$ cat src/rtl/wpsd_pkg.sv
package wpsd_pkg;

    typedef enum logic [1:0] {
        PH_HEADER = 2'd0,
        PH_DATA   = 2'd1,
        PH_IDLE   = 2'd2
    } t_phase;

    typedef enum logic [1:0] {
        KIND_SAMPLE = 2'd0,
        KIND_ACCEPT = 2'd1,
        KIND_REJECT = 2'd2
    } t_kind;

    typedef enum logic [2:0] {
        ERR_RIFF      = 3'd0,
        ERR_WAVE      = 3'd1,
        ERR_FMT_TAG   = 3'd2,
        ERR_FMT_SIZE  = 3'd3,
        ERR_NOT_PCM   = 3'd4,
        ERR_CHANNELS  = 3'd5,
        ERR_DATA_TAG  = 3'd6
    } t_err;

    // one result item
    typedef struct packed {
        logic [1:0]  kind;
        logic [7:0]  sample;
        logic        last_sample;
        logic [2:0]  error_code;
        logic [31:0] sample_rate;
        logic [1:0]  channel_count;
        logic [15:0] bits_per_sample;
        logic [31:0] data_length;
    } t_result;

endpackage

$ cat src/rtl/wpsd_parser.sv
module wpsd_parser
    import wpsd_pkg::*;
(
    input  logic        i_clk,
    input  logic        i_rst_n,
    input  logic        i_step,
    input  logic [7:0]  i_data_byte,
    input  logic        i_file_start,
    output logic        o_res_valid,
    output t_result     o_res
);

    // header byte positions at which a field completes
    localparam logic [5:0] IX_RIFF     = 6'd3;
    localparam logic [5:0] IX_WAVE     = 6'd11;
    localparam logic [5:0] IX_FMT_TAG  = 6'd15;
    localparam logic [5:0] IX_FMT_SIZE = 6'd19;
    localparam logic [5:0] IX_FORMAT   = 6'd21;
    localparam logic [5:0] IX_CHANNELS = 6'd23;
    localparam logic [5:0] IX_RATE     = 6'd27;
    localparam logic [5:0] IX_BITS     = 6'd35;
    localparam logic [5:0] IX_DATA_TAG = 6'd39;
    localparam logic [5:0] IX_LENGTH   = 6'd43;

    localparam logic [31:0] TAG_RIFF = 32'h4646_4952;
    localparam logic [31:0] TAG_WAVE = 32'h4556_4157;
    localparam logic [31:0] TAG_FMT  = 32'h2074_6D66;
    localparam logic [31:0] TAG_DATA = 32'h6174_6164;
    localparam logic [31:0] FMT_SIZE = 32'd16;

    t_phase      r_phase,  n_phase;
    logic [5:0]  r_idx,    n_idx;
    logic [31:0] r_shift,  n_shift;
    logic [1:0]  r_ch,     n_ch;
    logic [15:0] r_bits,   n_bits;
    logic [31:0] r_rate,   n_rate;
    logic [31:0] r_rem,    n_rem;
    logic [1:0]  r_fbi,    n_fbi;

    t_phase      ph;
    logic [5:0]  idx;
    logic [31:0] shift_cur;
    logic [1:0]  fbi;
    logic [31:0] shifted;
    logic [15:0] v16;
    logic        eight;
    logic [2:0]  frame_len;
    logic [2:0]  fbi_inc;
    logic [31:0] rem_dec;

    always_comb begin
        // file_start restarts parsing with this byte as byte 0
        ph        = i_file_start ? PH_HEADER : r_phase;
        idx       = i_file_start ? 6'd0 : r_idx;
        shift_cur = i_file_start ? 32'd0 : r_shift;
        fbi       = i_file_start ? 2'd0 : r_fbi;

        shifted   = {i_data_byte, shift_cur[31:8]};
        v16       = shifted[31:16];
        eight     = (r_bits == 16'd8);
        frame_len = eight ? {1'b0, r_ch} : {r_ch, 1'b0};
        fbi_inc   = {1'b0, fbi} + 3'd1;
        rem_dec   = r_rem - 32'd1;

        n_phase = ph;
        n_idx   = idx;
        n_shift = shift_cur;
        n_ch    = r_ch;
        n_bits  = r_bits;
        n_rate  = r_rate;
        n_rem   = r_rem;
        n_fbi   = fbi;

        o_res_valid = 1'b0;
        o_res       = '0;

        case (ph)
            PH_HEADER: begin
                n_shift = shifted;
                n_idx   = idx + 6'd1;
                case (idx)
                    IX_RIFF: begin
                        if (shifted != TAG_RIFF) begin
                            o_res_valid     = 1'b1;
                            o_res.kind       = KIND_REJECT;
                            o_res.error_code = ERR_RIFF;
                            n_phase          = PH_IDLE;
                        end
                    end
                    IX_WAVE: begin
                        if (shifted != TAG_WAVE) begin
                            o_res_valid     = 1'b1;
                            o_res.kind       = KIND_REJECT;
                            o_res.error_code = ERR_WAVE;
                            n_phase          = PH_IDLE;
                        end
                    end
                    IX_FMT_TAG: begin
                        if (shifted != TAG_FMT) begin
                            o_res_valid     = 1'b1;
                            o_res.kind       = KIND_REJECT;
                            o_res.error_code = ERR_FMT_TAG;
                            n_phase          = PH_IDLE;
                        end
                    end
                    IX_FMT_SIZE: begin
                        if (shifted != FMT_SIZE) begin
                            o_res_valid     = 1'b1;
                            o_res.kind       = KIND_REJECT;
                            o_res.error_code = ERR_FMT_SIZE;
                            n_phase          = PH_IDLE;
                        end
                    end
                    IX_FORMAT: begin
                        if (v16 != 16'd1) begin
                            o_res_valid     = 1'b1;
                            o_res.kind       = KIND_REJECT;
                            o_res.error_code = ERR_NOT_PCM;
                            n_phase          = PH_IDLE;
                        end
                    end
                    IX_CHANNELS: begin
                        if (v16 != 16'd1 && v16 != 16'd2) begin
                            o_res_valid     = 1'b1;
                            o_res.kind       = KIND_REJECT;
                            o_res.error_code = ERR_CHANNELS;
                            n_phase          = PH_IDLE;
                        end else begin
                            n_ch = v16[1:0];
                        end
                    end
                    IX_RATE: begin
                        n_rate = shifted;
                    end
                    IX_BITS: begin
                        n_bits = v16;
                    end
                    IX_DATA_TAG: begin
                        if (shifted != TAG_DATA) begin
                            o_res_valid     = 1'b1;
                            o_res.kind       = KIND_REJECT;
                            o_res.error_code = ERR_DATA_TAG;
                            n_phase          = PH_IDLE;
                        end
                    end
                    IX_LENGTH: begin
                        n_rem                 = shifted;
                        n_fbi                 = 2'd0;
                        n_phase               = PH_DATA;
                        o_res_valid           = 1'b1;
                        o_res.kind            = KIND_ACCEPT;
                        o_res.sample_rate     = r_rate;
                        o_res.channel_count   = r_ch;
                        o_res.bits_per_sample = r_bits;
                        o_res.data_length     = shifted;
                    end
                    default: begin
                    end
                endcase
            end
            PH_DATA: begin
                if (fbi == 2'd0 &&
                    (frame_len == 3'd0 || r_rem < {29'd0, frame_len})) begin
                    // partial final frame or empty frame: stop
                    n_phase = PH_IDLE;
                end else begin
                    if (eight && fbi == 2'd0) begin
                        n_shift = {24'd0, i_data_byte ^ 8'h80};
                    end else if (!eight && fbi == 2'd1) begin
                        n_shift = {24'd0, i_data_byte};
                    end
                    n_rem = rem_dec;
                    if (fbi_inc < frame_len) begin
                        n_fbi = fbi_inc[1:0];
                    end else begin
                        n_fbi        = 2'd0;
                        o_res_valid  = 1'b1;
                        o_res.kind   = KIND_SAMPLE;
                        o_res.sample = n_shift[7:0];
                        if (rem_dec < {29'd0, frame_len}) begin
                            o_res.last_sample = 1'b1;
                            n_phase           = PH_IDLE;
                        end
                    end
                end
            end
            default: begin
            end
        endcase
    end

    always_ff @(posedge i_clk) begin
        if (!i_rst_n) begin
            r_phase <= PH_HEADER;
            r_idx   <= 6'd0;
            r_shift <= 32'd0;
            r_ch    <= 2'd0;
            r_bits  <= 16'd0;
            r_rate  <= 32'd0;
            r_rem   <= 32'd0;
            r_fbi   <= 2'd0;
        end else if (i_step) begin
            r_phase <= n_phase;
            r_idx   <= n_idx;
            r_shift <= n_shift;
            r_ch    <= n_ch;
            r_bits  <= n_bits;
            r_rate  <= n_rate;
            r_rem   <= n_rem;
            r_fbi   <= n_fbi;
        end
    end

endmodule

$ cat src/rtl/wpsd_out_reg.sv
module wpsd_out_reg
    import wpsd_pkg::*;
(
    input  logic    i_clk,
    input  logic    i_rst_n,
    input  logic    i_load,
    input  t_result i_res,
    input  logic    i_stall,
    output logic    o_ready,
    output logic    o_valid,
    output t_result o_res
);

    logic    r_valid, n_valid;
    t_result r_res;

    // free when empty or the held item leaves this cycle
    assign o_ready = !r_valid || !i_stall;

    always_comb begin
        n_valid = r_valid;
        if (i_load) begin
            n_valid = 1'b1;
        end else if (!i_stall) begin
            n_valid = 1'b0;
        end
    end

    always_ff @(posedge i_clk) begin
        if (!i_rst_n) begin
            r_valid <= 1'b0;
        end else begin
            r_valid <= n_valid;
        end
    end

    always_ff @(posedge i_clk) begin
        if (i_load) begin
            r_res <= i_res;
        end
    end

    assign o_valid = r_valid;
    assign o_res   = r_res;

endmodule

$ cat src/rtl/wav_pcm_stream_decoder.sv
// Accepted items pass the input register, then the parser, then the result
// register, which drives o_valid. Throughput: one byte item per cycle while no
// stall holds them; the parse step between the registers is one shift/compare pass.
// Reset (i_rst_n low, synchronous): parser returns to header phase with all
// counters and held header fields cleared; both stage registers empty.
module wav_pcm_stream_decoder
    import wpsd_pkg::*;
(
    input  logic               i_clk,
    input  logic               i_rst_n,
    input  logic               i_valid,
    output logic               o_stall,
    input  logic [7:0]         i_data_byte,
    input  logic               i_file_start,
    output logic               o_valid,
    input  logic               i_stall,
    output logic [1:0]         o_kind,
    output logic signed [7:0]  o_sample,
    output logic               o_last_sample,
    output logic [2:0]         o_error_code,
    output logic [31:0]        o_sample_rate,
    output logic [1:0]         o_channel_count,
    output logic [15:0]        o_bits_per_sample,
    output logic [31:0]        o_data_length
);

    // input stage: one item of buffering ahead of the parser
    logic       r_in_valid;
    logic [7:0] r_in_byte;
    logic       r_in_start;

    logic       res_valid;
    t_result    res;
    logic       out_ready;
    logic       advance;
    logic       in_load;
    t_result    out_res;

    // An item that makes no result moves on even when the output is full;
    // one that makes a result waits for a free result register.
    assign advance = r_in_valid && (!res_valid || out_ready);
    assign o_stall = r_in_valid && !advance;
    assign in_load = i_valid && !o_stall;

    always_ff @(posedge i_clk) begin
        if (!i_rst_n) begin
            r_in_valid <= 1'b0;
        end else if (in_load) begin
            r_in_valid <= 1'b1;
        end else if (advance) begin
            r_in_valid <= 1'b0;
        end
    end

    always_ff @(posedge i_clk) begin
        if (in_load) begin
            r_in_byte  <= i_data_byte;
            r_in_start <= i_file_start;
        end
    end

    // header checks and sample extraction, state updated per item
    wpsd_parser u_parser (
        .i_clk        (i_clk),
        .i_rst_n      (i_rst_n),
        .i_step       (advance),
        .i_data_byte  (r_in_byte),
        .i_file_start (r_in_start),
        .o_res_valid  (res_valid),
        .o_res        (res)
    );

    // result register, doubles as the skid stage toward the consumer
    wpsd_out_reg u_out_reg (
        .i_clk   (i_clk),
        .i_rst_n (i_rst_n),
        .i_load  (advance && res_valid),
        .i_res   (res),
        .i_stall (i_stall),
        .o_ready (out_ready),
        .o_valid (o_valid),
        .o_res   (out_res)
    );

    assign o_kind            = out_res.kind;
    assign o_sample          = $signed(out_res.sample);
    assign o_last_sample     = out_res.last_sample;
    assign o_error_code      = out_res.error_code;
    assign o_sample_rate     = out_res.sample_rate;
    assign o_channel_count   = out_res.channel_count;
    assign o_bits_per_sample = out_res.bits_per_sample;
    assign o_data_length     = out_res.data_length;

endmodule
$ cat config.mk
export PLATFORM = sky130hd
export DESIGN_NAME = wav_pcm_stream_decoder
export DESIGN_NICKNAME = d
export VERILOG_FILES = /design/src/rtl/wpsd_pkg.sv /design/src/rtl/wpsd_parser.sv /design/src/rtl/wpsd_out_reg.sv /design/src/rtl/wav_pcm_stream_decoder.sv
export SDC_FILE = /design/constraint.sdc
export NUM_CORES = 1
export LEC_CHECK = 0
export BUFFER_PORTS_ARGS = -buffer_cell sky130_fd_sc_hd__buf_2
export CAP_MARGIN = 20
export CELL_PAD_IN_SITES_DETAIL_PLACEMENT = 1
export CELL_PAD_IN_SITES_GLOBAL_PLACEMENT = 1
export CORE_MARGIN = 5
export CORE_UTILIZATION = 40
export CTS_CLUSTER_SIZE = 30
export DETAILED_ROUTE_END_ITERATION = 10
export PLACE_DENSITY = 0.79
export SLEW_MARGIN = 15
export SYNTH_ARGS = -nofsm -noshare
export SYNTH_HDL_FRONTEND = slang
export SYNTH_SLANG_ARGS = --single-unit
$ cat constraint.sdc
create_clock -name i_clk -period 22.9 [get_ports i_clk]
set_clock_uncertainty 0.05 [all_clocks]
set_input_delay 0 -clock i_clk [delete_from_list [all_inputs] [get_ports i_clk]]
set_output_delay 0 -clock i_clk [all_outputs]
set_load 0.02 [all_outputs]
**Yosys cells after proc, flatten, opt, wreduce, memory -nomap -nowiden**

Index checks and enable logic that the tools add are counted.
Widths: inputs -> output; s select.

- Register bits: 231
- Input port bits: 13
- Output and inout bits: 98
- Logic and storage cells: 143

- Add/sub/neg operators: 3
- Magnitude comparators: 3
- Equality and inequality tests: 23
- Mux-type cells: 63
- Bitwise operators: 3
- Reduce and logical (&&, ||, !) cells: 28

Operators with widths:

| cell | count |
|---|---|
| $mux 32 | 6 |
| $pmux 32 s2 | 2 |
| $ne 32x31->1 const B | 3 |
| $lt 32x3->1 | 2 |
| $mux 2 | 24 |
| $ne 32x30->1 const B | 1 |
| $ne 32x5->1 const B | 1 |
| $pmux 2 s8 | 2 |
| $sub 32x1->32 const B | 1 |
| $eq 6x5->1 const B | 4 |
| $eq 6x6->1 const B | 3 |
| $pmux 3 s6 | 1 |
| $eq 16x4->1 const B | 1 |
| $ne 16x1->1 const B | 1 |
| $ne 16x2->1 const B | 1 |
| $mux 1 | 15 |
| $eq 6x4->1 const B | 2 |
| $mux 3 | 4 |
| $mux 6 | 2 |
| $pmux 2 s2 | 3 |
| $mux 11 | 1 |
| $mux 9 | 1 |
| $logic_and 1x1->1 | 8 |
| $pmux 1 s8 | 1 |
| other kinds (18) | 33 |

**Depth between registers and ports, before layout**

Gate-level depths: netlist (run 1).

- Depth after elaboration: 15
- Mapped depth: 18
- Mapped depth without buffers: 13

**Modules after synthesis**

Synthesis (run 1) repeated with hierarchy kept, for this count alone.

- Cell total of the unflattened synthesis: 1139
- Area, all modules: 10891.7 sq um

Modules (own cells, without submodules):

| module | times used | cells an instance | area each (sq um) | seq. area each (sq um) |
|---|---|---|---|---|
| wpsd_parser | 1 | 1023 | 7643.6 | 2482.4 |
| wpsd_out_reg | 1 | 100 | 2917.8 | 2902.8 |
| wav_pcm_stream_decoder | 1 | 16 | 330.3 | 290.3 |

**Worst setup path before layout (run 1)**

No wires, ideal clock.

- Kind: register to register
- Start point: register r_in_start
- End point: register u_out_reg.r_res, in the netlist u_out_reg.o_res[0] (enable)
- Data arrival time: 7.360 ns
- Data required time: 22.297 ns
- Setup slack: 14.937 ns
- Stages on the path, launching flop included: 14
- Clock period less this slack: 7.963 ns
- Cells stage by stage: edfxtp_1 > clkbuf_1 > clkbuf_1 > clkbuf_1 > nand2b_1 > ha_1 > nand2b_1 > or4_1 > or4_4 > o21a_4 > a31oi_4 > o211ai_2 > buf_2 > nor2_1

- Longest elaborated chain between the ends: 10
- Elaborated cells on any way between the ends: 41
- Those cells by class: add/sub (1); order compare (1); eq/ne (16); mux (15); reduce/logical (8)

Ends and longest elaborated chain:

| element | line | RTL |
|---|---|---|
| from (decl) | wav_pcm_stream_decoder.sv:30 | `logic r_in_start;` |
| from (signal assigned) | wav_pcm_stream_decoder.sv:58 | `r_in_start <= i_file_start;` |
| $mux 2 / $mux 32 (equally long branches) | wpsd_parser.sv:56, wpsd_parser.sv:55 |  |
| $add 2x1->3, or another cell as far along | wpsd_parser.sv:62 | `fbi_inc = {1'b0, fbi} + 3'd1;` |
| $lt 3x3->1 / $logic_and 1x1->1 (equally long branches) | wpsd_parser.sv:173, wpsd_parser.sv:123 |  |
| $mux 1 (on tied branches) | wpsd_parser.sv:173, wpsd_parser.sv:123 |  |
| $mux 1 / $pmux 1 s8 (equally long branches) | wpsd_parser.sv:162, wpsd_parser.sv:81 |  |
| $pmux 1 s2 (*) | wpsd_parser.sv:77 | `case (ph)` |
| $logic_not 1->1 | wav_pcm_stream_decoder.sv:41 | `assign advance = r_in_valid && (!res_valid \|\| out_ready);` |
| $logic_or 1x1->1 | wav_pcm_stream_decoder.sv:41 |  |
| $logic_and 1x1->1 | wav_pcm_stream_decoder.sv:41 |  |
| $logic_and 1x1->1 (*) | wav_pcm_stream_decoder.sv:77 | `.i_load (advance && res_valid),` |
| via u_out_reg.i_load | wpsd_out_reg.sv:6 | `input logic i_load,` |
| to (signal assigned) | wpsd_out_reg.sv:39 | `r_res <= i_res;` |
| to (decl) | wpsd_out_reg.sv:15 | `t_result r_res;` |

The timed path passes the listed nets; every way through them passes the cells marked *.
A chain may end at the register's enable or synchronous reset.

**Worst setup path after layout (run 1)**

- Start point: register u_parser.r_bits[10]
- End point: register u_out_reg.r_res, in the netlist u_out_reg.o_res[56] (enable)

- Longest elaborated chain between the ends: 11
- Elaborated cells on any way between the ends: 14
- Those cells by class: order compare (2); eq/ne (1); mux (4); reduce/logical (7)

Ends and longest elaborated chain:

| element | line | RTL |
|---|---|---|
| from (decl) | wpsd_parser.sv:35 | `logic [15:0] r_bits, n_bits;` |
| from (signal assigned) | wpsd_parser.sv:207 | `r_bits <= n_bits;` |
| $eq 16x4->1 (*) | wpsd_parser.sv:60 | `eight = (r_bits == 16'd8);` |
| $mux 3 (*) | wpsd_parser.sv:61 | `frame_len = eight ? {1'b0, r_ch} : {r_ch, 1'b0};` |
| $lt 32x3->1 / $logic_not 3->1 (equally long branches) | wpsd_parser.sv:163 | `(frame_len == 3'd0 \|\| r_rem < {29'd0, frame_len})) begin` |
| $logic_or 1x1->1 | wpsd_parser.sv:163 |  |
| $logic_and 1x1->1 | wpsd_parser.sv:162 | `if (fbi == 2'd0 &&` |
| $mux 1 (*) | wpsd_parser.sv:162 |  |
| $pmux 1 s2 (*) | wpsd_parser.sv:77 |  |
| $logic_not 1->1 | wav_pcm_stream_decoder.sv:41 |  |
| $logic_or 1x1->1 | wav_pcm_stream_decoder.sv:41 |  |
| $logic_and 1x1->1 | wav_pcm_stream_decoder.sv:41 |  |
| $logic_and 1x1->1 (*) | wav_pcm_stream_decoder.sv:77 |  |
| via u_out_reg.i_load | wpsd_out_reg.sv:6 |  |

Marked as above.

==> results of run 1 <==
==> state kept, by name, indices dropped and copies added (netlist names) <==
name and cells:
u_parser.r_fbi 2, u_parser.r_bits 16, u_out_reg.o_valid 1, r_in_byte 8, r_in_start 1, u_out_reg.o_res 96
u_parser.r_shift 32, r_in_valid 1, u_parser.r_phase 2, u_parser.r_rem 32, u_parser.r_rate 32, u_parser.r_ch 2
u_parser.r_idx 6
==> per-layer routing <==
metal | vias up | GRT usage (%) | share of wire [%]
li1 | 4394 | - | -
met1 | 4835 | 29.0 | 42
met2 | 285 | 39.0 | 49
met3 | 69 | 2.99 | 5.3
met4 | 0 | 8.32 | 3.6
met5 | - | 0 | 0
==> layout make-up <==
cell class	count	area share (%)
clock buffers	30	5.20
clock inverters	18	1.91
inverters	15	0.434
multi-input cells	819	38.9
flip-flops and latches	231	43.7
well taps	378	3.64
repair buffers	139	6.15
==> report_power, final <==
group	internal (W)	switching [W]
clock network	0.000279	0.000172
logic	0.0000137	0.0000271
registers	0.000432	0.00000775
total	0.000724	0.000206
==> cells in the final DEF, fill, tap and decap left out, drive strengths merged, types with 8 or more instances in the layout <==
master,netlist,routed
nor2,130,130
nand2,98,98
dlygate4sd3,0,12
o311ai,13,13
o21ai,48,48
inv,15,15
clkbuf,73,30
a22o,17,17
o31ai,15,15
a21oi,56,56
clkinv,0,11
ha,12,12
mux2i,28,28
a21o,9,9
nor3,37,37
a31oi,16,16
dfxtp,126,126
nand3,15,15
nand2b,29,29
and2,70,70
nand4,13,13
nor4,29,29
nand3b,8,8
buf,17,127
or4,11,11
o211ai,12,12
nor2b,23,23
or3,14,14
edfxtp,105,105
o211a,8,8
==> cell families (layout without fill, tap and decap cells) <==
| logic type | after synthesis | count (layout) | share of synthesized area (%) |
|---|---|---|---|
| AO/OA/AOI/OAI | 257 | 257 | 16.4 |
| AND/OR/NAND/NOR | 509 | 509 | 23.8 |
| flip-flops | 231 | 231 | 50.9 |
| multiplexers | 29 | 29 | 2.62 |
| XOR/XNOR | 12 | 12 | 0.943 |
| buffers and inverters | 105 | 202 | 3.93 |
| adder cells (fa/ha/maj) | 12 | 12 | 1.35 |
==> worst reg2reg max path: stages, from the launching register on <==
cell      delay, ns
dfxtp_1        0.33
nor4_1         0.67
or4b_1         0.74
nor2_1         0.18
a21oi_1        0.09
ha_1           0.23
or3_1          0.30
o221a_2        0.26
o21a_4         0.26
a31oi_4        0.22
o211ai_2       0.11
buf_4          0.26
nor2_4         0.44
buf_4          0.83
==> through the flow <==
stage	cells	hold slack, ns
floorplan	1155	0.0489
global placement	1570	0.130
detailed placement	1570	0.129
CTS	1630	0.0626
global route	1630	0.105
finish	1630	0.0703
==> worst max-delay path by stage <==
stage	to
after detailed placement	u_out_reg.o_res[52]$_SDFFCE_PN0P_
after floorplan	u_out_reg.o_res[0]$_SDFFCE_PN0P_
after global routing	u_out_reg.o_res[2]$_SDFFCE_PN0P_
after CTS	u_out_reg.o_res[0]$_SDFFCE_PN0P_
after global placement	u_out_reg.o_res[22]$_SDFFCE_PN0P_
final	u_out_reg.o_res[56]$_SDFFCE_PN0P_
==> timing repair <==
item	CTS	global route
hold buffers	12	0
endpoints found under the hold margin	11	0
gates resized for setup	0	0
endpoints found under the setup margin	0	0
==> qor.tcl, run 1 <==
set qor(setup.worst_path.start) {u_parser.r_bits[10]$_SDFFE_PN0P_}
set qor(worstPathRequired_ns) 23.01
set qor(synth.net_count) 1180
set qor(synth-edff-count) 105
set qor(ctsHtreeMaxLevel) 1
set qor(power.total_w) 0.000930
set qor(grt_pass1_wl_um) 56100
set qor(timing.critical_path.from_type) {flip-flop}
set qor(power.leakage_nw) 4.52
set qor(hold_violations) 0
set qor(synthCells) 1155
set qor(synth-seq-cells) 231
set qor(hold_end) {u_parser.r_rem[30]$_SDFFE_PN0P_}
set qor(critPathSlowestCell) {buf_4}
set qor(r2r_end) {u_out_reg.o_res[56]$_SDFFCE_PN0P_}
set qor(synth_seq_area_share_pct) 50.9
set qor(most_frequent_cells_after_synthesis) {nor2_1, dfxtp_1, edfxtp_1}
set qor(family_with_the_most_delay_on_the_worst_path) {simple AND/OR/NAND/NOR gates}
set qor(n_antenna_cell) 0
set qor(yosys.cell_types.count) 82
set qor(post_cts_buffers) 0
set qor(post_layout_nets) 1257
set qor(multi_input_area_mm2) 0.00506
set qor(fin_area_mm2) 0.0130
set qor(antenna_left) 0
set qor(count_leader_synth) {nor2_1}
set qor(layout.filler_cells) 3160
set qor(synth_top_cell_by_area) {edfxtp_1}
set qor(cp.arrival_ns) 5.61
set qor(synth_flop_cell) {dfxtp_1}
set qor(core_area_mm2) 0.0276
set qor(drt_pre_antenna_iters) 5
set qor(vias_in_the_first_global_route) 9809
set qor(power_density_mw_per_mm2) 71.7
set qor(period_needed_ns) 5.50
set qor(die_area_mm2) 0.0313
set qor(clockBufferDepth) 3
set qor(slowest_delay_ns) 0.82
set qor(routabilityCongestion) 0.879
set qor(final_report_max_slew_violation_count) 0
set qor(final_ws_setup_ns) 17.40
set qor(slew_headroom_pct) 28.7
set qor(tns_ns) 0
set qor(syn_to_final_growth_pct) 16.5
set qor(critical_path.reg2reg.startpoint) {u_parser.r_bits[10]$_SDFFE_PN0P_}
set qor(number_of_antenna_violations_at_the_first_check_in_global_routing) 0
set qor(design.portCount) 111
set qor(cp.buffers_inverters) 2
set qor(reg2reg_setup_slack_ns) 17.40
set qor(yosys-top-cells-area) {edfxtp_1, dfxtp_1, nor2_1, and2_1, nand2_1}
set qor(worst_ir_drop_vdd_uv) 46.7
set qor(place.detailed.hpwl_um) 24800
set qor(most_common_cell_type_on_the_critical_path) {buf_4}
set qor(totalWireLength_um) 36300
set qor(grt_start_max_net_pins) 83
set qor(globalRouteTotalUtil_pct) 22.6
set qor(fp.dieH_um) 177
set qor(route.vias.total) 9583
set qor(start_util_pct) 40.3
set qor(crit_path_max_fanout) 82
set qor(max_freq_mhz) 182
set qor(status) {finished clean}
set qor(layout.core_utilization_pct) 47.0
set qor(transition_time_at_the_pin_with_the_least_slew_margin_ns) 1.07
set qor(ys_warn_count) 0
set qor(crit_path_cell_trace) {nor4_1, or4b_1, nor2_1, a21oi_1, ha_1, or3_1, o221a_2, o21a_4, a31oi_4, o211ai_2, buf_4, nor2_4, buf_4}
set qor(insertion_delay_ns) 0.54
set qor(worstRegToRegCells) 13
set qor(detail_route.iter0.violations) 744
set qor(placed_cell_area_mm2) 0.0119
set qor(final.period_utilization_pct) 24.0
set qor(crit_type) {flip-flop to flip-flop}
set qor(tritoncts.num_buffers) 26
set qor(hold_path_startpoint) {i_rst_n}
set qor(drc_errors) 0
set qor(place.port_buffers) 110
set qor(seq_area_mm2) 0.00568
set qor(async_reset_ff_share_pct) 0
set qor(clock_tree.root_cell) {clkbuf_16}
set qor(synth_area_mm2) 0.0111
set qor(setup-violations-final) 0
set qor(gr-total-overflow) 0
set qor(die-width_um) 177
set qor(synth_top_cell_area_share_pct) 28.3
set qor(cts.reportedPaths.clkPinSlew_ns) 0.06
set qor(avgSynthCellArea_um2) 9.65
set qor(clock-sinks) 231
set qor(setup.worst_path.end_class) {flip-flop}
set qor(timing.hold.worst.class) {input port to flip-flop}
set qor(clock_tree_from_tritoncts) {yes}
set qor(cp_num_cells) 13
set qor(vias_per_cell) 5.88
set qor(floorplan.rows) 61
set qor(layout-drive-gt1-share_pct) 15.4
set qor(maxCapViolations) 0
set qor(hold_depth) 4
set qor(routed_wire_length_per_instance_um) 22.3
set qor(detailedPlace.worstSlack_ns) 17.45
set qor(rsz0062_at_grt) {no}
Power figures use the tool's default switching activity.
==> run 2, diff against run 1 <==
Clock period 22.9 ns to 5.4 ns, I/O delays scaled along.
==> run 2 against run 1 <==
Net effect: first-iteration DRC count is 16% higher; maximum frequency rose by 17%; clock-buffer cell count increased by 8.
==> qor.tcl, run 2 (synthesized netlist as in run 1, its figures left out) <==
set qor(status) {finished clean}
set qor(timing.critical_path.from_type) {flip-flop}
set qor(antenna_left) 0
set qor(power_density_mw_per_mm2) 294
set qor(tritoncts.num_buffers) 26
set qor(family_with_the_most_delay_on_the_worst_path) {simple AND/OR/NAND/NOR gates}
set qor(layout_common_cells) {nor2_1, dfxtp_1, buf_2}
set qor(dr.max_layer_used) {met4}
set qor(worst_ir_drop_vdd_uv) 223
set qor(power.leakage_nw) 5.06
set qor(placed_cell_area_mm2) 0.0120
set qor(design.portCount) 111
set qor(slowest_delay_ns) 0.70
set qor(maxCapViolations) 0
set qor(crit_type) {flip-flop to flip-flop}
set qor(cts.reportedPaths.clkPinSlew_ns) 0.07
set qor(fin_area_mm2) 0.0130
set qor(met2RoutedLength_um) 17900
set qor(routed_wire_length_per_instance_um) 22.6
set qor(reg2reg_setup_slack_ns) 0.70
set qor(critPathSlowestCell) {or4b_1}
set qor(number_of_antenna_violations_at_the_first_check_in_global_routing) 0
set qor(route.vias.total) 9620
set qor(grt_pass1_wl_um) 56900
set qor(layout.filler_cells) 3154
set qor(final_report_max_slew_violation_count) 0
set qor(post_layout_nets) 1267
set qor(totalWireLength_um) 37100
set qor(r2r_end) {r_in_valid$_SDFFE_PN0P_}
set qor(ctsHtreeMaxLevel) 1
set qor(crit_path_cell_trace) {nor4_1, or4b_1, nor2_1, a21oi_1, ha_1, a21oi_1, nand4_1, o21ai_1, o31ai_1, nor2_1, nor3b_1, o21a_1, dlygate4sd3_1}
set qor(drt_pre_antenna_iters) 5
set qor(globalRouteTotalUtil_pct) 23.0
set qor(setup.worst_path.end_class) {flip-flop}
set qor(syn_to_final_growth_pct) 16.8
set qor(critical_path.reg2reg.startpoint) {u_parser.r_bits[10]$_SDFFE_PN0P_}
set qor(met3RoutedLength_um) 2510
set qor(setup-violations-final) 0
set qor(crit_path_max_fanout) 10
set qor(final.period_utilization_pct) 87.1
set qor(clock_tree.root_cell) {clkbuf_16}
set qor(cp.arrival_ns) 5.08
set qor(largest_register_ffs) 96
set qor(hold_path_startpoint) {i_rst_n}
set qor(die-width_um) 177
set qor(tns_ns) 0
set qor(vias_in_the_first_global_route) 9737
set qor(m1WireLength_um) 15300
set qor(max_freq_mhz) 213
set qor(detail_route.iter0.violations) 863
set qor(period_needed_ns) 4.70
set qor(place.detailed.hpwl_um) 25700
set qor(place.port_buffers) 110
set qor(vias_per_cell) 5.87
set qor(insertion_delay_ns) 0.54
set qor(hold_depth) 4
set qor(start_util_pct) 40.3
set qor(timing.hold.worst.class) {input port to flip-flop}
set qor(hold_violations) 0
set qor(hold_end) {u_parser.r_rem[30]$_SDFFE_PN0P_}
set qor(transition_time_at_the_pin_with_the_least_slew_margin_ns) 1.08
set qor(post_cts_resize_count) 0
set qor(routabilityCongestion) 0.950
set qor(die_area_mm2) 0.0313
set qor(rsz0062_at_grt) {no}
set qor(placed_cells) 1580
set qor(floorplan.rows) 61
set qor(power.total_w) 0.00382
set qor(clock-sinks) 231
set qor(fin_cells) 1640
set qor(worstRegToRegCells) 13
set qor(n_antenna_cell) 0
set qor(grt_start_max_net_pins) 65
set qor(gr-total-overflow) 0
set qor(clock_tree_from_tritoncts) {yes}
set qor(layout.cells.most_common) {nor2_1}
set qor(worstPathRequired_ns) 5.78
set qor(drc_errors) 0
set qor(cp.buffers_inverters) 1
set qor(fp.dieH_um) 177
set qor(core_area_mm2) 0.0276
set qor(slew_headroom_pct) 25.7
set qor(layout-drive-gt1-share_pct) 16.0
set qor(clockBufferDepth) 3
[run 2: cell types whose count changed in the layout (fill, tap and decap cells not counted), moves of 2 or more]
cell       delta
buf_12        +2
buf_4         +8
bufinv_16     -4
clkbuf_1      +5
clkbuf_8      +2
clkinv_1      -5
clkinv_4      +2
[run 2: how the worst max path moves through the flow]
| stage | start | end | slack, ns | depth (start not counted) |
|---|---|---|---|---|
| floorplan | r_in_start$_DFFE_PP_ | u_out_reg.o_res[0]$_SDFFCE_PN0P_ | 0.17 | 13 |
| global placement | u_parser.r_bits[10]$_SDFFE_PN0P_ | u_out_reg.o_res[61]$_SDFFCE_PN0P_ | 1.04 | 12 |
| detailed placement | u_parser.r_bits[11]$_SDFFE_PN0P_ | u_parser.r_phase[0]$_SDFFE_PN0P_ | 0.82 | 12 |
| CTS | u_parser.r_bits[10]$_SDFFE_PN0P_ | r_in_valid$_SDFFE_PN0P_ | 0.74 | 12 |
| global route | u_parser.r_bits[10]$_SDFFE_PN0P_ | u_parser.r_phase[0]$_SDFFE_PN0P_ | 0.42 | 13 |
| finish | u_parser.r_bits[10]$_SDFFE_PN0P_ | r_in_valid$_SDFFE_PN0P_ | 0.70 | 13 |
[run 2: power breakdown]
part           internal (W)  switching (W)
clock               0.00106       0.000724
sequential          0.00183      0.0000374
combinational     0.0000603       0.000113
total               0.00295       0.000874
[run 2: through the flow]
step / hold slack (ns) / util (%) / worst slack [ns]
2_1_floorplan: 0.0489 / - / 0.172
3_3_place_gp: 0.130 / 43.6 / 1.04
3_5_place_dp: 0.129 / 43.6 / 0.816
4_1_cts: 0.0789 / 47.1 / 0.737
5_1_grt: 0.119 / 47.1 / 0.420
6_report: 0.0754 / 47.1 / 0.698
[run 2: layout make-up]
class	count	area (um^2)	share of cell area [%]
multi-input combinational	819	5050	38.8
clock inverter	10	114	0.875
tap	378	473	3.63
timing repair buffer	149	898	6.90
sequential	231	5680	43.6
clock buffer	38	747	5.74
inverter	15	56.3	0.433
[run 2: layer usage]
layer | up-vias | global-route usage [%]
met3 | 86 | 4.53
met5 | - | 0
li1 | 4416 | -
met2 | 329 | 38.8
met4 | 0 | 8.35
met1 | 4789 | 29.5
[run 2: worst register-to-register path, delay by kind of cell, from the launching register on]
family / cells / cell delay [ns]
AND/OR/NAND/NOR: 6 / 2.08
AO/OA/AOI/OAI: 5 / 1.39
buffers and inverters: 1 / 0.54
flip-flops: 1 / 0.32
adder cells (fa/ha/maj): 1 / 0.23
[run 2: repair_timing]
action	in CTS	in global routing
hold endpoints to repair	11	0
hold buffers	12	0
buffers inserted	0	0
